===== config.mk =====
export PLATFORM = sky130hd
export DESIGN_NAME = rmss_div
export DESIGN_NICKNAME = d
export VERILOG_FILES = /design/src/sv/rmss_pkg.sv /design/src/sv/rmss_div.sv
export SDC_FILE = /design/constraint.sdc
export NUM_CORES = 1
export LEC_CHECK = 0
export ABC_CLOCK_PERIOD_IN_PS = 20500
export BUFFER_PORTS_ARGS = -buffer_cell sky130_fd_sc_hd__buf_2
export CAP_MARGIN = 5
export CORE_MARGIN = 2
export CORE_UTILIZATION = 45
export DETAILED_ROUTE_END_ITERATION = 10
export MAX_ROUTING_LAYER = met4
export PLACE_DENSITY = 0.7
export SYNTH_ARGS = -nofsm -noshare
export SYNTH_HDL_FRONTEND = slang
export SYNTH_SLANG_ARGS = --single-unit
export TNS_END_PERCENT = 20

===== constraint.sdc =====
create_clock -name i_clk -period 20.5 [get_ports i_clk]
set_input_delay 1.025 -clock i_clk [delete_from_list [all_inputs] [get_ports i_clk]]
set_output_delay 1.025 -clock i_clk [all_outputs]
set_load 0.1 [all_outputs]

===== src/sv/rmss_pkg.sv =====
// ----------------------------------------------------------------------------
// rmss_pkg
// Shared types, constants and fixed-point helpers of the rope step unit.
// ----------------------------------------------------------------------------
package rmss_pkg;

    localparam int MAX_NODES = 64;
    localparam int NODE_AW   = $clog2(MAX_NODES);
    localparam int CNT_W     = 7;
    localparam int CFG_IW    = 3;

    // Configuration register indexes.
    localparam logic [CFG_IW-1:0] CFG_NODE_COUNT  = 3'd0;
    localparam logic [CFG_IW-1:0] CFG_SPRING_K    = 3'd1;
    localparam logic [CFG_IW-1:0] CFG_REST_LENGTH = 3'd2;
    localparam logic [CFG_IW-1:0] CFG_NODE_MASS   = 3'd3;
    localparam logic [CFG_IW-1:0] CFG_TIME_STEP   = 3'd4;
    localparam logic [CFG_IW-1:0] CFG_GRAVITY_X   = 3'd5;
    localparam logic [CFG_IW-1:0] CFG_GRAVITY_Y   = 3'd6;
    localparam logic [CFG_IW-1:0] CFG_INTEGRATOR  = 3'd7;

    localparam logic OP_LOAD = 1'b0;
    localparam logic OP_STEP = 1'b1;

    localparam logic INTEG_EULER  = 1'b0;
    localparam logic INTEG_VERLET = 1'b1;

    localparam logic [CNT_W-1:0]  RST_NODE_COUNT  = 7'd2;
    localparam logic [31:0]       RST_SPRING_K    = 32'd65536;
    localparam logic [31:0]       RST_REST_LENGTH = 32'd65536;
    localparam logic [31:0]       RST_NODE_MASS   = 32'd65536;
    localparam logic [15:0]       RST_TIME_STEP   = 16'd655;
    localparam logic signed [31:0] RST_GRAVITY_X  = 32'sd0;
    localparam logic signed [31:0] RST_GRAVITY_Y  = -32'sd655360;

    localparam logic signed [32:0] EULER_DAMP_Q16  = 33'sd655;
    localparam logic signed [32:0] VERLET_KEEP_Q16 = 33'sd65533;

    // Iterative units.
    localparam int DIV_W      = 64;
    localparam int DIV_STEP   = 4;
    localparam int DIV_CYCLES = DIV_W / DIV_STEP;
    localparam int DIV_CW     = $clog2(DIV_CYCLES);
    localparam int SQ_ROOT_W  = 32;
    localparam int SQ_STEP    = 2;
    localparam int SQ_CYCLES  = SQ_ROOT_W / SQ_STEP;
    localparam int SQ_CW      = $clog2(SQ_CYCLES);

    localparam logic signed [51:0] SAT_HI = 52'sd2147483647;
    localparam logic signed [51:0] SAT_LO = -52'sd2147483648;

    typedef struct packed {
        logic               op;
        logic [5:0]         node_index;
        logic signed [31:0] load_x;
        logic signed [31:0] load_y;
        logic               pinned;
    } t_in_item;

    typedef struct packed {
        logic [5:0]         out_index;
        logic signed [31:0] out_x;
        logic signed [31:0] out_y;
        logic               last_node;
    } t_out_item;

    typedef struct packed {
        logic signed [31:0] px;
        logic signed [31:0] py;
        logic signed [31:0] qx;
        logic signed [31:0] qy;
        logic signed [31:0] vx;
        logic signed [31:0] vy;
        logic               pin;
    } t_node_rec;

    function automatic logic signed [31:0] f_sat32(input logic signed [51:0] v);
        if (v > SAT_HI) begin
            return 32'sh7FFFFFFF;
        end else if (v < SAT_LO) begin
            return -32'sh80000000;
        end
        return v[31:0];
    endfunction

    // Signed result from a magnitude and a sign, saturated.
    function automatic logic signed [31:0] f_sat_mag(input logic [63:0] q, input logic neg);
        logic [31:0] t;
        t = q[31:0];
        if (neg) begin
            if (q > 64'd2147483648) begin
                return -32'sh80000000;
            end
            return signed'(32'(-t));
        end
        if (q > 64'd2147483647) begin
            return 32'sh7FFFFFFF;
        end
        return signed'(t);
    endfunction

    function automatic logic [32:0] f_abs33(input logic signed [32:0] v);
        return v[32] ? 33'(-v) : 33'(v);
    endfunction

    // Product magnitude shifted down by 16, truncated toward zero.
    function automatic logic signed [49:0] f_q16(input logic [64:0] mag, input logic neg);
        logic signed [49:0] m;
        m = signed'({1'b0, mag[64:16]});
        return neg ? -m : m;
    endfunction

endpackage


===== src/sv/rmss_div.sv =====
// ----------------------------------------------------------------------------
// rmss_div
// Unsigned restoring divider, several quotient bits per clock.
// ----------------------------------------------------------------------------
module rmss_div (
    input  logic                          i_clk,
    input  logic                          i_rst_n,
    input  logic                          i_start,
    input  logic [rmss_pkg::DIV_W-1:0]    i_dividend,
    input  logic [31:0]                   i_divisor,
    output logic                          o_done,
    output logic [rmss_pkg::DIV_W-1:0]    o_quotient
);
    import rmss_pkg::*;

    localparam logic [DIV_CW-1:0] LAST = DIV_CW'(DIV_CYCLES - 1);

    logic              r_busy;
    logic              r_done;
    logic [DIV_CW-1:0] r_cnt;
    logic [DIV_W-1:0]  r_q;
    logic [31:0]       r_rem;
    logic [31:0]       r_div;
    logic [DIV_W-1:0]  n_q;
    logic [31:0]       n_rem;

    always_comb begin
        logic [32:0] rem;
        rem = {1'b0, r_rem};
        n_q = r_q;
        for (int k = 0; k < DIV_STEP; k++) begin
            rem = {rem[31:0], n_q[DIV_W-1]};
            n_q = {n_q[DIV_W-2:0], 1'b0};
            if (rem >= {1'b0, r_div}) begin
                rem    = rem - {1'b0, r_div};
                n_q[0] = 1'b1;
            end
        end
        n_rem = rem[31:0];
    end

    always_ff @(posedge i_clk) begin
        if (!i_rst_n) begin
            r_busy <= 1'b0;
            r_done <= 1'b0;
            r_cnt  <= '0;
        end else begin
            r_done <= 1'b0;
            if (i_start) begin
                r_busy <= 1'b1;
                r_cnt  <= '0;
            end else if (r_busy) begin
                r_cnt <= r_cnt + 1'b1;
                if (r_cnt == LAST) begin
                    r_busy <= 1'b0;
                    r_done <= 1'b1;
                end
            end
        end
    end

    always_ff @(posedge i_clk) begin
        if (i_start) begin
            r_q   <= i_dividend;
            r_rem <= '0;
            r_div <= i_divisor;
        end else if (r_busy) begin
            r_q   <= n_q;
            r_rem <= n_rem;
        end
    end

    assign o_done     = r_done;
    assign o_quotient = r_q;

endmodule


# Word-level counts from Yosys, hierarchy flattened
# Cells that the tools add are included.
# op_classes
addsub,5
order_cmp,4
eq_ne,1
reduce_logical,3
mux,14
bitwise_logic,2
# op_table
op,n
$ge 33x32->1,4
$mux 32,4
$mux 64,2
$sub 32x32->32,4
$mux 1,8
$add 4x1->4 const B,1
$eq 4x4->1 const B,1
$reduce_or 3->1,1
$not 1->1,2
$reduce_bool 2->1,1
$reduce_or 2->1,1
# word_totals
regBits,134
word_cells,35
inputBits,99

# Depth between registers and ports, before layout
# logic_depth
depth_word,10
mapped_depth,55
mapped_depth_nobuf,48

# Least setup slack after synthesis
# OpenSTA, ideal clock, no wires.
# synth_path
path_kind,reg2reg
startpoint,reg r_q[63] (netlist: o_quotient[63])
endpoint,"reg r_q[0] (netlist: o_quotient[0]), data pin"
stages_incl_launch_ff,52
path_buffers,7
arrival_ns,10.451
setup_ns,0.275
setup_slack_ns,9.774
path_cell_list,edfxtp_1 > inv_1 > ha_1 > nand2b_1 > a21oi_1 > a21oi_1 > a31oi_2 > nor3_1 > nor2_1 > clkbuf_1 > buf_1 > nor2_1 > a21oi_1 > ha_1 > nand3_1 > o221ai_1 > a21o_1 > a31oi_1 > (+16 left out) > a21o_1 > buf_6 > buf_8 > mux2_2 > ha_1 > a21o_1 > a21o_1 > a21o_1 > a211oi_1 > nor3_1 > nor3b_1 > a21oi_1 > o32a_1 > a211oi_2 > a22o_1 > buf_6 > buf_2 > o21ai_0
# synth_between
elab_chain_len,10
# synth_lines
element,line,source
from (decl),rmss_div.sv:21,logic [DIV_W-1:0] r_q;
from (signal assigned),rmss_div.sv:64,r_q <= i_dividend;
from (signal assigned),rmss_div.sv:68,r_q <= n_q;
$sub 32x32->32 or $ge 33x32->1 (tied branches),"rmss_div.sv:35, rmss_div.sv:34",
$mux 32 *,rmss_div.sv:34,"if (rem >= {1'b0, r_div}) begin"
$sub 32x32->32 or $ge 33x32->1 (tied branches),"rmss_div.sv:35, rmss_div.sv:34",
$mux 32 *,rmss_div.sv:34,
$sub 32x32->32 or $ge 33x32->1 (tied branches),"rmss_div.sv:35, rmss_div.sv:34",
$mux 32 *,rmss_div.sv:34,
$ge 33x32->1 *,rmss_div.sv:34,
$mux 1 *,rmss_div.sv:34,
$mux 64 *,rmss_div.sv:67,end else if (r_busy) begin
$mux 64 *,rmss_div.sv:63,if (i_start) begin
# Every way passes the cells marked *; elsewhere a longest branch is shown, timed or not. The select of a mux whose other input is x is not followed.
# A chain may end at the register's enable or synchronous reset.

# Final worst setup path
# layout_path
startpoint,reg r_div[1]
endpoint,reg r_rem[15]
# layout_between
elab_chain_len,8
# layout_lines
element,line,source
from (decl),rmss_div.sv:23,logic [31:0] r_div;
from (signal assigned),rmss_div.sv:66,r_div <= i_divisor;
$sub 32x32->32 or $ge 33x32->1 (tied branches),"rmss_div.sv:35, rmss_div.sv:34",
$mux 32,rmss_div.sv:34,
$sub 32x32->32 or $ge 33x32->1 (tied branches),"rmss_div.sv:35, rmss_div.sv:34",
$mux 32,rmss_div.sv:34,
$sub 32x32->32 or $ge 33x32->1 (tied branches),"rmss_div.sv:35, rmss_div.sv:34",
$mux 32,rmss_div.sv:34,
$sub 32x32->32 or $ge 33x32->1 (tied branches),"rmss_div.sv:35, rmss_div.sv:34",
$mux 32 *,rmss_div.sv:34,
to (signal assigned),rmss_div.sv:69,r_rem <= n_rem;
to (decl),rmss_div.sv:22,logic [31:0] r_rem;
# Every way passes the cells marked *; elsewhere a longest branch is shown, timed or not.

==> metrics.csv <==
stage,metric,value,unit
yosys,synth_edf_count,96,
clock_network,clock_latency,0.45,ns
sta,hold_violations,0,
detailed_routing,wl_per_cell,20.0,um
yosys,yosysTopAreaCell,edfxtp_1,
finish,drive_gt1_frac,0.220,
critical_path,setup.worst_path.start_class,flop,
critical_path,critPathCaptureType,flop,
critical_path,critical-path-top-delay-family,compound AO/OA/AOI/OAI gates,
floorplanning,fp.dieW,173,um
worst_hold_path,holdPathEnd,o_done,
sta,setup_viol,0,
sta,fin_setup_tns,0,ns
detailed_routing,wirelength,39500,um
critical_path,reg2reg_slack,7.09,ns
sta,period_share,0.654,
critical_path,crit_path_max_fanout,37,
critical_path,critPathBufInv,4,
place,portBuffers,163,
flow_run,maxCapViolations,0,
place,post-place-cells,1938,
worst_hold_path,min_path_cells,2,
floorplanning,die_h,173,um
status,status,finished clean,
global_route,grt_pass1_wl,61300,um
clock_network,ctsHoldBuffers,0,
critical_path,cp_common_cell,a21oi_1,
critical_path,cp_slowest_cell,or2_1,
sta,drv_slew,0,
global_route,grt_max_degree,74,
global_route,overflow,0,
floorplanning,rows,61,
global_route,grtUsageTotal,0.266,
worst_hold_path,hold_start,r_cnt[3],
floorplanning,die-area,30000,um2
detailed_routing,ant_nets,0,
finish,layout.filler_cells,2612,
clock_network,cts.htree.levels,4,
critical_path,reg2reg_from,r_div[1],
finish,final_common_cell,buf_2,
floorplanning,start_util,0.460,
detailed_routing,drc_errors,0,
yosys,synth-seq-area-share,0.283,
yosys,synth_top_flop_cell,edfxtp_1,
power_and_ir_drop,vdd_drop_max,0.000105,V
detailed_routing,routed-via-count,11700,
clock_network,cts_resized,0,
yosys,synth_top_area_share,0.224,
clock_network,clk_path_buf_depth,2,
detailed_routing,vias_per_cell,5.95,
floorplanning,fp.coreArea,28000,um2
clock_network,cts_root_buf,clkbuf_16,
power_and_ir_drop,p_leak,0.00659,uW
yosys,postSynth.asyncResetShare,0,
detailed_routing,dr.first_iter.drc_count,1055,
yosys,yosys_warnings,0,
critical_path,ff2ff_path_depth,44,
finish,final_net_count,1811,
critical_path,required,20.83,ns
global_route,antenna_found_initial,2,
critical_path,reg2reg_to,r_rem[15],
finish,final_cell_mix,"buf_2, nand2_1, ha_1",
clock_network,cts.clk_slew.worst_paths,0.07,ns
power_and_ir_drop,power_density,189,nW/um2
yosys,synth.distinct_cells,79,
critical_path,slowest_delay,0.75,ns
finish,area.growth.synth_to_final,13.5,%
clock_network,cts_setup_buffers,0,
detailed_routing,drt_pass1_iterations,5,
floorplanning,pin_count,164,
yosys,synthTopCellsByArea,"edfxtp_1, ha_1, mux2_2",
power_and_ir_drop,power,2760,uW
sta,clock.fmax,0.0746,GHz
yosys,syn_area,12900,um2
sta,hold_slack,0.477,ns
place,gp_congestion,0.999,
yosys,synth_seq_cells,134,
clock_network,cts.sinks,134,
clock_network,numCtsBuffers,17,
yosys,syn_nets,1663,
sta,finalClockSkew,0.0269,ns
sta,slew_headroom,0.402,
critical_path,arrival,13.74,ns
worst_hold_path,min_path_type,flop to flop,
place,place_hpwl,30800,um
clock_network,cts_tree,built,
global_route,grt_pass1_vias,11600,
sta,min_period,13.41,ns
sta,tightestPinTransition,0.897,ns
yosys,synth.avg_cell_area,9.01,um2
sta,rsz0062_at_grt,no,
yosys,synth_cells,1431,
critical_path,critPathKind,flop to flop,
finish,final_cells,1972,
routing by layer:
| layer | up-vias | GRT usage | part of all wire |
|---|---|---|---|
| met1 | 5478 | 0.334 | 0.43 |
| met5 | - | - | 0 |
| li1 | 5644 | - | - |
| met2 | 519 | 0.419 | 0.45 |
| met4 | 0 | 0.106 | 0.034 |
| met3 | 89 | 0.0577 | 0.081 |
metrics by stage:
stage | utilization | setup slack [ns] | cell area [um2]
floorplan | - | 9.77 | 12900
global placement | 0.501 | 7.67 | 14000
detailed placement | 0.501 | 7.37 | 14000
CTS | 0.522 | 7.31 | 14600
global route | 0.522 | 6.20 | 14600
finish | 0.522 | 7.09 | 14600
layout make-up:
cell class / instances / area, um2 / share of cell area
well taps: 378 / 473 / 0.0323
repair buffers: 173 / 893 / 0.0611
clock inverters: 15 / 165 / 0.0113
multi-input cells: 1184 / 8760 / 0.599
inverters: 69 / 259 / 0.0177
diodes: 2 / 5.00 / 0.000342
flip-flops and latches: 134 / 3640 / 0.249
clock buffers: 17 / 425 / 0.0291
Yosys cell counts (11+ instances only):
cell,count
nand2_1,131
ha_1,129
a21oi_1,123
mux2_2,115
nor2_1,101
edfxtp_1,96
xnor2_1,73
inv_1,69
nand3_1,67
o21ai_0,57
a21o_1,53
xor2_1,39
dfxtp_1,38
o21a_1,24
clkbuf_1,23
nand4_1,20
nand2b_1,19
nor3_1,18
o21bai_1,17
a211oi_1,14
nor2b_1,14
a31oi_1,11
power breakdown:
group / leakage, uW / total, uW / switching, uW / internal [uW]
Sequential: 0.00127 / 369 / 33.1 / 336
Clock: 0.000285 / 326 / 144 / 182
Combinational: 0.00504 / 2070 / 1250 / 816
Total: 0.00659 / 2760 / 1430 / 1330
how the worst max path moves through the flow:
stage / startpoint / to / slack (ns) / cells after the start
5_1_grt: r_div[1] / r_rem[22] / 6.20 / 47
6_report: r_div[1] / r_rem[15] / 7.09 / 44
3_3_place_gp: r_div[10] / r_rem[30] / 7.67 / 45
3_5_place_dp: r_div[1] / r_rem[15] / 7.37 / 44
4_1_cts: r_div[1] / r_rem[15] / 7.31 / 44
2_1_floorplan: o_quotient[63] / o_quotient[0] / 9.77 / 51
flip-flops by register name (all words and copies together) (netlist names):
name        flops
o_quotient     64
r_div          32
r_rem          32
r_cnt           4
o_done          1
r_busy          1
worst reg2reg max path: cells and delay by family, from the launching register on:
kind	cells	cell delay, ns
compound gates	21	5.09
fa+ha+maj	4	1.37
buf+inv	4	1.56
flops	1	0.45
mux	2	0.82
simple gates	13	4.03
cells by family after synthesis:
kind of cell,count (synthesis),synth area share
and+or+nand+nor,412,0.149
AOI/OAI and AO/OA,399,0.209
DFF,134,0.283
adders and majority gates,133,0.131
muxes,128,0.113
buffers and inverters,113,0.0385
xor gates and xnor gates,112,0.0761
Power figures use the tool's default switching activity.
