<file path="src/sv/rmss_pkg.sv">
// ----------------------------------------------------------------------------
// rmss_pkg
// Shared types, constants and fixed-point helpers of the rope step unit.
// ----------------------------------------------------------------------------
package rmss_pkg;

    localparam int MAX_NODES = 64;
    localparam int NODE_AW   = $clog2(MAX_NODES);
    localparam int CNT_W     = 7;
    localparam int CFG_IW    = 3;

    // Configuration register indexes.
    localparam logic [CFG_IW-1:0] CFG_NODE_COUNT  = 3'd0;
    localparam logic [CFG_IW-1:0] CFG_SPRING_K    = 3'd1;
    localparam logic [CFG_IW-1:0] CFG_REST_LENGTH = 3'd2;
    localparam logic [CFG_IW-1:0] CFG_NODE_MASS   = 3'd3;
    localparam logic [CFG_IW-1:0] CFG_TIME_STEP   = 3'd4;
    localparam logic [CFG_IW-1:0] CFG_GRAVITY_X   = 3'd5;
    localparam logic [CFG_IW-1:0] CFG_GRAVITY_Y   = 3'd6;
    localparam logic [CFG_IW-1:0] CFG_INTEGRATOR  = 3'd7;

    localparam logic OP_LOAD = 1'b0;
    localparam logic OP_STEP = 1'b1;

    localparam logic INTEG_EULER  = 1'b0;
    localparam logic INTEG_VERLET = 1'b1;

    localparam logic [CNT_W-1:0]  RST_NODE_COUNT  = 7'd2;
    localparam logic [31:0]       RST_SPRING_K    = 32'd65536;
    localparam logic [31:0]       RST_REST_LENGTH = 32'd65536;
    localparam logic [31:0]       RST_NODE_MASS   = 32'd65536;
    localparam logic [15:0]       RST_TIME_STEP   = 16'd655;
    localparam logic signed [31:0] RST_GRAVITY_X  = 32'sd0;
    localparam logic signed [31:0] RST_GRAVITY_Y  = -32'sd655360;

    localparam logic signed [32:0] EULER_DAMP_Q16  = 33'sd655;
    localparam logic signed [32:0] VERLET_KEEP_Q16 = 33'sd65533;

    // Iterative units.
    localparam int DIV_W      = 64;
    localparam int DIV_STEP   = 4;
    localparam int DIV_CYCLES = DIV_W / DIV_STEP;
    localparam int DIV_CW     = $clog2(DIV_CYCLES);
    localparam int SQ_ROOT_W  = 32;
    localparam int SQ_STEP    = 2;
    localparam int SQ_CYCLES  = SQ_ROOT_W / SQ_STEP;
    localparam int SQ_CW      = $clog2(SQ_CYCLES);

    localparam logic signed [51:0] SAT_HI = 52'sd2147483647;
    localparam logic signed [51:0] SAT_LO = -52'sd2147483648;

    typedef struct packed {
        logic               op;
        logic [5:0]         node_index;
        logic signed [31:0] load_x;
        logic signed [31:0] load_y;
        logic               pinned;
    } t_in_item;

    typedef struct packed {
        logic [5:0]         out_index;
        logic signed [31:0] out_x;
        logic signed [31:0] out_y;
        logic               last_node;
    } t_out_item;

    typedef struct packed {
        logic signed [31:0] px;
        logic signed [31:0] py;
        logic signed [31:0] qx;
        logic signed [31:0] qy;
        logic signed [31:0] vx;
        logic signed [31:0] vy;
        logic               pin;
    } t_node_rec;

    function automatic logic signed [31:0] f_sat32(input logic signed [51:0] v);
        if (v > SAT_HI) begin
            return 32'sh7FFFFFFF;
        end else if (v < SAT_LO) begin
            return -32'sh80000000;
        end
        return v[31:0];
    endfunction

    // Signed result from a magnitude and a sign, saturated.
    function automatic logic signed [31:0] f_sat_mag(input logic [63:0] q, input logic neg);
        logic [31:0] t;
        t = q[31:0];
        if (neg) begin
            if (q > 64'd2147483648) begin
                return -32'sh80000000;
            end
            return signed'(32'(-t));
        end
        if (q > 64'd2147483647) begin
            return 32'sh7FFFFFFF;
        end
        return signed'(t);
    endfunction

    function automatic logic [32:0] f_abs33(input logic signed [32:0] v);
        return v[32] ? 33'(-v) : 33'(v);
    endfunction

    // Product magnitude shifted down by 16, truncated toward zero.
    function automatic logic signed [49:0] f_q16(input logic [64:0] mag, input logic neg);
        logic signed [49:0] m;
        m = signed'({1'b0, mag[64:16]});
        return neg ? -m : m;
    endfunction

endpackage

</file>
<file path="src/sv/rmss_isqrt.sv">
// ----------------------------------------------------------------------------
// rmss_isqrt
// Integer square root of a 64-bit value, digit by digit, two bits per clock.
// ----------------------------------------------------------------------------
module rmss_isqrt (
    input  logic                             i_clk,
    input  logic                             i_rst_n,
    input  logic                             i_start,
    input  logic [63:0]                      i_radicand,
    output logic                             o_done,
    output logic [rmss_pkg::SQ_ROOT_W-1:0]   o_root
);
    import rmss_pkg::*;

    localparam logic [SQ_CW-1:0] LAST = SQ_CW'(SQ_CYCLES - 1);

    logic                 r_busy;
    logic                 r_done;
    logic [SQ_CW-1:0]     r_cnt;
    logic [63:0]          r_v;
    logic [33:0]          r_rem;
    logic [SQ_ROOT_W-1:0] r_root;
    logic [63:0]          n_v;
    logic [33:0]          n_rem;
    logic [SQ_ROOT_W-1:0] n_root;

    always_comb begin
        logic [35:0] rem;
        logic [35:0] trial;
        rem    = {2'b00, r_rem};
        n_v    = r_v;
        n_root = r_root;
        for (int k = 0; k < SQ_STEP; k++) begin
            rem   = {rem[33:0], n_v[63:62]};
            n_v   = {n_v[61:0], 2'b00};
            trial = {2'b00, n_root, 2'b01};
            if (rem >= trial) begin
                rem    = rem - trial;
                n_root = {n_root[SQ_ROOT_W-2:0], 1'b1};
            end else begin
                n_root = {n_root[SQ_ROOT_W-2:0], 1'b0};
            end
        end
        n_rem = rem[33:0];
    end

    always_ff @(posedge i_clk) begin
        if (!i_rst_n) begin
            r_busy <= 1'b0;
            r_done <= 1'b0;
            r_cnt  <= '0;
        end else begin
            r_done <= 1'b0;
            if (i_start) begin
                r_busy <= 1'b1;
                r_cnt  <= '0;
            end else if (r_busy) begin
                r_cnt <= r_cnt + 1'b1;
                if (r_cnt == LAST) begin
                    r_busy <= 1'b0;
                    r_done <= 1'b1;
                end
            end
        end
    end

    always_ff @(posedge i_clk) begin
        if (i_start) begin
            r_v    <= i_radicand;
            r_rem  <= '0;
            r_root <= '0;
        end else if (r_busy) begin
            r_v    <= n_v;
            r_rem  <= n_rem;
            r_root <= n_root;
        end
    end

    assign o_done = r_done;
    assign o_root = r_root;

endmodule

</file>
<file path="config.mk">
export PLATFORM = sky130hd
export DESIGN_NAME = rmss_isqrt
export DESIGN_NICKNAME = d
export VERILOG_FILES = /design/src/sv/rmss_pkg.sv /design/src/sv/rmss_isqrt.sv
export SDC_FILE = /design/constraint.sdc
export NUM_CORES = 1
export LEC_CHECK = 0
export BUFFER_PORTS_ARGS = -buffer_cell sky130_fd_sc_hd__buf_2
export CAP_MARGIN = 10
export CORE_MARGIN = 1.5
export CORE_UTILIZATION = 57
export DETAILED_ROUTE_END_ITERATION = 10
export PLACE_DENSITY = 0.77
export SLEW_MARGIN = 20
export SYNTH_ARGS = -nofsm -noshare
export SYNTH_HDL_FRONTEND = slang
export SYNTH_SLANG_ARGS = --single-unit
</file>
<file path="constraint.sdc">
create_clock -name i_clk -period 6.4 [get_ports i_clk]
set_input_delay 0.96 -clock i_clk [delete_from_list [all_inputs] [get_ports i_clk]]
set_output_delay 0.96 -clock i_clk [all_outputs]
set_load 0.03 [all_outputs]
</file>
* Word level (Yosys, flattened, before mapping) *
Cells that the tools add are included.
Widths: inputs -> output; s select.

word-level totals
  flip-flop bits (word level) = 136
  bits of input ports = 67
  output and inout port bits = 33
  logic and storage cells = 27

cells by class
  add/subtract/negate cells = 3
  order comparisons = 2
  eq/ne operators = 1
  muxes and demuxes = 10
  bitwise logic cells = 2
  reductions and logical operators = 3

operators with widths
  operator             count
  $mux 64              2
  $ge 36x34->1         2
  $mux 34              2
  $sub 34x34->34       2
  $mux 1               6
  $add 4x1->4 const B  1
  $eq 4x4->1 const B   1
  $reduce_or 3->1      1
  $not 1->1            2
  $reduce_bool 2->1    1
  $reduce_or 2->1      1

* Longest topological paths before layout *
Gate-level depths: netlist of the first run.

  depth after elaboration = 4
  mapped depth = 30

* Least setup slack after synthesis of the first run *
Ideal clock, no wire load.

  path type = flip-flop to flip-flop
  from = register r_root[27] (netlist: o_root[27])
  to = register r_rem[33]
  data arrival time = 5298 ps
  setup slack = 998 ps
  cell stages (with the launch flop) = 29
  path buffers = 5
  path through = dfxtp_1 -> inv_1 -> ha_1 -> buf_2 -> and4_1 -> a221oi_1 -> o2111ai_1 -> and2_1 -> nand2b_1 -> buf_2 -> inv_1 -> clkbuf_1 -> clkbuf_1 -> nand2_1 -> o21ai_0 -> ha_1 -> clkbuf_1 -> a21o_1 -> a21o_1 -> a21o_1 -> a21o_1 -> a221o_1 -> a21oi_1 -> o2111ai_1 -> a31oi_1 -> o21bai_1 -> a21oi_1 -> xor2_1 -> a2111oi_2

on the way
  cells in the longest elaborated chain, start to end = 4

RTL lines
  what                                                   line                                source
  start, declared                                        rmss_isqrt.sv:22                    logic [SQ_ROOT_W-1:0] r_root;
  start signal, assigned                                 rmss_isqrt.sv:75                    r_root <= n_root;
  $sub 34x34->34 / $ge 36x34->1 (equally long branches)  rmss_isqrt.sv:38, rmss_isqrt.sv:37
  $mux 34 / $mux 1 (equally long branches)               rmss_isqrt.sv:37                    if (rem >= trial) begin
  $sub 34x34->34 / $ge 36x34->1 (equally long branches)  rmss_isqrt.sv:38, rmss_isqrt.sv:37
  $mux 34 *                                              rmss_isqrt.sv:37
  end signal, assigned                                   rmss_isqrt.sv:74                    r_rem <= n_rem;
  end, declared                                          rmss_isqrt.sv:21                    logic [33:0] r_rem;

Mark *: on every way between the ends. The rest lies on a longest branch, timed or not.
A chain may end at the register's enable or synchronous reset.

* Worst setup path in the final report of the first run *
  from = register r_root[0] (netlist: o_root[0])
  to = register r_rem[32]

The elaborated chain is that of the path after synthesis.

==> impl_metrics.toml, run 1 <==
[placed_design]
portBuffers = 99
hpwl_um = 17200
pre_cts_slack_ns = 0.476
gp_routability_congestion = 0.953

[global_route]
number_of_global_route_vias_before_repair = 7776
grt_util_all_layers_pct = 26.8
first_pass_grt_wire_length_um = 38500
grt_antenna_before_repair = 0
globalRoute.totalOverflow = 0
grt_max_degree = 73

[setup_path]
cp_slowest_cell = "a211oi_4"
critical_path.reg2reg.endpoint = "r_rem[32]"
endpoint_kind = "register"
worst_r2r_startpoint = "o_root[0]"
critical-path-top-cell-by-count = "o21ai_0"
worst-path-max-fanout = 21
timing.setup.critical_path_class = "register to register"
reg2reg_slack_ns = 0.34
required_ns = 6.75
cp.arrival_ns = 6.42
critical-path-max-stage-delay_ns = 0.44
startpoint_type = "register"
r2r.worst_path.cells = 25

[clock_network]
max-clock-path-buffers = 2
worstSkewPairLatency_ns = 0.43
cts_hold_repair.buffers = 0
cts_tree = "done"
clock_sinks = 136
ctsResizeCount = 0
root_buffer = "clkbuf_16"
cts_setup_buffers = 0
cts.htree.levels = 4
cts_buf_count = 17
clock_transition_at_the_registers_of_the_reported_paths_ns = 0.07

[floorplanning]
std_cell_rows = 47
floorplan.initialDensity_pct = 58.8
die_w_um = 134
die_area_um2 = 18100
ioPinCount = 100
core_region_area_um2 = 16800
die_h_um = 134

[synthesis]
yosysSeqAreaShare_pct = 34.1
synth_cell_types = 62
post_synth_inst_count = 1094
synth_enable_flop_cells = 64
syn-num-nets = 1230
number_of_warnings_printed_during_yosys_synthesis = 0
synthArstFlopShare_pct = 0
number_of_flip_flops_and_latches_in_the_synthesized_netlist = 136
synth_area_um2 = 9850
synth.avg_cell_area_um2 = 9.00
ys_dominant_reg_cell = "dfxtp_1"

[sta]
setup_violations = 0
final-max-slew-violation-count = 0
worst_clock_skew_ns = 0.00833
actual_transition_at_the_worst_max_transition_pin_ns = 0.808
maxClockFrequency_ghz = 0.165
final_worst_path_cycle_share_pct = 94.7
layout_setup_ws_ns = 0.336
final.min_clock_period_ns = 6.06
slew_headroom_pct = 46.2
finalHoldViolCount = 0
rsz_0062_raised_after_global_routing = "no"
timing.setup.tns_ns = 0

[cells_and_area]
post_route_cells_drive_above_1_share_pct = 19.0
multiInputGateArea_um2 = 5810
layout-area-overhead-vs-synth_pct = 10.3
antenna_cells_inserted = 0
sequential_standard_cell_area_um2 = 3370
finish.net_count = 1269
nFillCells = 1381

[worst_hold_path]
worst_hold_path.num_cells = 2
hold_path_class = "register to register"
min-delay-start = "r_cnt[3]"
whs_endpoint = "o_done"

[routing]
routed_wl_um = 23900
drt-pass1-iter-count = 7
ant_nets = 0
drt-vias-per-instance = 5.96
dr.first_iter.drc_count = 578
routed-via-count = 8143
drt-wirelength-per-cell_um = 17.5
drc = 0

[run]
max_cap_viol_count = 0

[outcome]
outcome = "completed"
==> metrics by stage <==
| step | hold slack, ns | utilization, % | cell area [um2] | std cells |
|---|---|---|---|---|
| 2_1_floorplan | 0.439 | - | 9850 | 1094 |
| 6_report | 0.481 | 64.8 | 10900 | 1366 |
| 3_5_place_dp | 0.456 | 61.0 | 10200 | 1334 |
| 3_3_place_gp | 0.460 | 61.0 | 10200 | 1334 |
| 4_1_cts | 0.477 | 64.8 | 10900 | 1366 |
| 5_1_grt | 0.525 | 64.8 | 10900 | 1366 |
==> layout by cell type (no fill, tap or decap), types with 4 or more instances in the layout <==
cell         n
a211oi_1    28
a21o_1      39
a21oi_1     72
a221oi_1     4
a31oi_1     10
and2_1       7
and3_1       7
buf_2       98
buf_4       10
clkbuf_16   17
clkinv_8     4
dfxtp_1     71
edfxtp_1    64
ha_1        69
inv_1       58
inv_6        5
mux2_2      63
mux2i_1     54
nand2_1     79
nand2b_1     5
nand3_1     20
nand4_1     13
nor2_1     118
nor2b_1      4
nor3_1      13
o211ai_1     5
o21a_1      13
o21ai_0     41
o21ai_1     15
o21bai_1    10
o22ai_1      4
o31a_1       5
or3_1        4
xnor2_1     33
xor2_1      30
==> how the worst max path moves through the flow <==
| stage | from | cells past startpoint | end | slack [ns] |
|---|---|---|---|---|
| CTS | o_root[0] | 25 | r_rem[32] | 0.40 |
| floorplan | o_root[27] | 28 | r_rem[33] | 1.0 |
| detailed placement | o_root[6] | 25 | r_rem[32] | 0.48 |
| global placement | o_root[13] | 24 | r_rem[33] | 0.42 |
| finish | o_root[0] | 25 | r_rem[32] | 0.34 |
| global route | o_root[17] | 24 | r_rem[33] | 0.004 |
==> synthesized netlist by cell type, drive strengths merged, types with 39 or more instances <==
cell type / instances / area share, %
ha: 69 / 8.8
nand2: 79 / 3.0
buf: 48 / 3.3
dfxtp: 72 / 15
o21ai: 56 / 2.8
a21o: 39 / 3.0
clkbuf: 40 / 1.5
a21oi: 73 / 3.7
nor2: 118 / 4.5
mux2: 63 / 7.2
edfxtp: 64 / 20
mux2i: 54 / 5.5
inv: 58 / 2.2
==> sequential cells by signal, indices dropped and copies added (netlist names) <==
signal / count
o_done: 1
o_root: 32
r_v: 64
r_busy: 1
r_rem: 34
r_cnt: 4
==> layout make-up <==
cell class / count / area share [%]
Multi-Input combinational cell: 812 / 53.5
Sequential cell: 136 / 31.0
Timing Repair Buffer: 108 / 5.20
Clock buffer: 17 / 3.92
Tap cell: 220 / 2.53
Inverter: 58 / 2.00
Clock inverter: 15 / 1.90
==> per-layer routing <==
metal / routed length, um / part of all wire (%) / up-vias / global-route usage [%]
met3: 1390 / 5.8 / 48 / 6.04
li1: - / - / 3998 / -
met5: 0 / 0 / - / 0
met1: 10700 / 45 / 3835 / 34.5
met4: 502 / 2.1 / 0 / 9.08
met2: 11300 / 47 / 262 / 44.7
==> cells by family after synthesis <==
group | after synthesis | synth area share (%)
DFF | 136 | 34.1
adders and majority gates | 69 | 8.76
muxes | 117 | 12.7
xor gates and xnor gates | 63 | 5.60
AOI/OAI and AO/OA | 277 | 18.7
buffers and inverters | 146 | 7.02
and+or+nand+nor | 286 | 13.1
==> worst max-delay path, delay by kind of cell (launching register included) <==
kind | cells | cell delay, ns
buf+inv | 2 | 0.36
flops | 1 | 0.43
fa+ha+maj | 2 | 0.61
simple gates | 5 | 0.92
compound gates | 15 | 3.50
xor+xnor | 1 | 0.15
Power of run 1 is left out: the tool's default activity adds up to more than one toggle a clock period on the data nets, which glitch-free logic cannot reach.
==> inputs of run 2 (changes only) <==
- ABC_AREA: not set -> 1
- CELL_PAD_IN_SITES_DETAIL_PLACEMENT: not set -> 1
- CELL_PAD_IN_SITES_GLOBAL_PLACEMENT: not set -> 2
- CORE_UTILIZATION: 57 -> 34
- PLACE_DENSITY: 0.77 -> not set
- PLACE_DENSITY_LB_ADDON: not set -> 0.1
==> run 2 against run 1 <==
Against the previous run:
- register-to-register slack improved by 0.50 ns
- clock skew rose by 0.0036 ns
- largest cell class unchanged
- maximum frequency rose by 9.0%
- first-iteration DRC count fell by 21%
- sequential share of layout area fell by 2.5 points
- hold slack improved by 0.022 ns
- via count rose by 26%
- worst setup slack improved by 0.50 ns
- synthesized cell count rose by 44%
==> impl_metrics.toml, run 2 <==
[cells_and_area]
post_route_cells_drive_above_1_share_pct = 11.8
final_cells = 2039
final_cell_mix = "543 x nand2_1, 199 x inv_1, 123 x nor2_1, 99 x buf_2, 82 x a21oi_1"
largest_register = "r_v"
finalCoreUtilization_pct = 38.6
antenna_cells_inserted = 0
final_common_cell = "nand2_1"
layout-area-overhead-vs-synth_pct = 11.9
finish.net_count = 1766
max_ffs_per_register = 64

[sta]
maxClockFrequency_ghz = 0.180
setup_violations = 0
final_worst_path_cycle_share_pct = 86.9
rsz_0062_raised_after_global_routing = "no"
slew_headroom_pct = 38.7
fin_hold_ws_ns = 0.503
finalHoldViolCount = 0
worst_clock_skew_ns = 0.0119
actual_transition_at_the_worst_max_transition_pin_ns = 0.918
final-max-slew-violation-count = 0
timing.setup.tns_ns = 0
final.min_clock_period_ns = 5.56

[routing]
routed_wl_um = 37900
routed-via-count = 10300
dr.first_iter.drc_count = 454
drt-vias-per-instance = 5.04
drt-pass1-iter-count = 5
drc = 0
drt-wirelength-per-cell_um = 18.6
ant_nets = 0

[setup_path]
endpoint_kind = "register"
cp.arrival_ns = 5.95
critical-path-top-cell-by-count = "nand2_1"
cpLargestDelayFamily = "simple AND/OR/NAND/NOR gates"
worst-path-max-fanout = 9
timing.setup.critical_path_class = "register to register"
startpoint_type = "register"
critical-path-max-stage-delay_ns = 0.47
cp.buffers_inverters = 4
required_ns = 6.79
cp_slowest_cell = "a21oi_1"

[synthesis]
synth_top_cell_area_share_pct = 19.3
ys_dominant_reg_cell = "dfxtp_1"
synth_area_leaders = "nand2_1 19%, edfxtp_1 18%, dfxtp_1 14%"
number_of_flip_flops_and_latches_in_the_synthesized_netlist = 136
synth_enable_flop_cells = 64
synth_commonest_cells = "543 x nand2_1, 200 x inv_1, 123 x nor2_1"
synth.avg_cell_area_um2 = 6.71
yosys.cell_count.top_type = "nand2_1"
synth_area_um2 = 10500
yosysTopAreaCell = "nand2_1"
synth_cell_types = 49
post_synth_inst_count = 1571
yosysSeqAreaShare_pct = 31.9
number_of_warnings_printed_during_yosys_synthesis = 0
synthArstFlopShare_pct = 0
syn-num-nets = 1707

[global_route]
number_of_global_route_vias_before_repair = 10700
globalRoute.totalOverflow = 0
grt_max_degree = 64
grt_antenna_before_repair = 0
first_pass_grt_wire_length_um = 59200
grt_util_all_layers_pct = 24.6

[floorplanning]
die_w_um = 179
die_area_um2 = 32000
die_h_um = 179
core_region_area_um2 = 30500
ioPinCount = 100
std_cell_rows = 64
floorplan.initialDensity_pct = 34.5

[placed_design]
hpwl_um = 30000
numPlacedInstances = 2007
portBuffers = 99
gp_routability_congestion = 0.896

[clock_network]
cts_tree = "done"
cts_buf_count = 17
clock_sinks = 136
cts_setup_buffers = 0
cts_hold_repair.buffers = 0
ctsResizeCount = 0
clock_transition_at_the_registers_of_the_reported_paths_ns = 0.07
worstSkewPairLatency_ns = 0.46
root_buffer = "clkbuf_16"
max-clock-path-buffers = 2
cts.htree.levels = 4

[worst_hold_path]
hold_path_class = "register to register"

[run]
max_cap_viol_count = 0

[outcome]
outcome = "completed"
## run 2: metrics by stage
step | setup slack, ns | instance area [um2]
5_1_grt | 0.376 | 11800
3_5_place_dp | 0.905 | 11200
3_3_place_gp | 0.963 | 11200
2_1_floorplan | 2.21 | 10500
6_report | 0.838 | 11800
4_1_cts | 0.860 | 11800
## run 2: kinds of logic after synthesis
logic type	Yosys count	synth area share (%)
AOI/OAI and AO/OA	228	12.4
xor gates and xnor gates	45	3.74
adders and majority gates	69	8.20
buffers and inverters	280	11.3
DFF	136	31.9
and+or+nand+nor	813	32.5
## run 2: final timing paths
kind                            depth (start not counted)       from         to  slack, ns
worst min register to register                          2   r_cnt[0]   r_cnt[0]       0.50
worst max-delay path                                   32  o_root[0]  r_rem[18]       0.84
worst min-delay path                                    2   r_cnt[0]   r_cnt[0]       0.50
worst max register to register                         32  o_root[0]  r_rem[18]       0.84
## run 2: worst reg2reg max path, delay by kind of cell (launching register included)
kind | cells | cell delay, ns
AOI/OAI and AO/OA | 6 | 1.47
xor gates and xnor gates | 1 | 0.17
buffers and inverters | 4 | 0.39
and+or+nand+nor | 19 | 2.36
adders and majority gates | 2 | 0.78
DFF | 1 | 0.33
## run 2: metal layers
metal  track usage [%]  routed length, um
met1              32.4              18100
met4              7.01                720
met5                 0                  0
met2              41.4              17800
met3              3.71               1210
## run 2: layout make-up
type | instances | area, um2
inverter | 211 | 797
fill | 3982 | 18700
clock inverter | 14 | 140
multi-input combinational | 1155 | 5980
timing repair buffer | 109 | 571
clock buffer | 18 | 439
tap | 396 | 495
sequential | 136 | 3360
Power of run 2 is left out for the same reason.
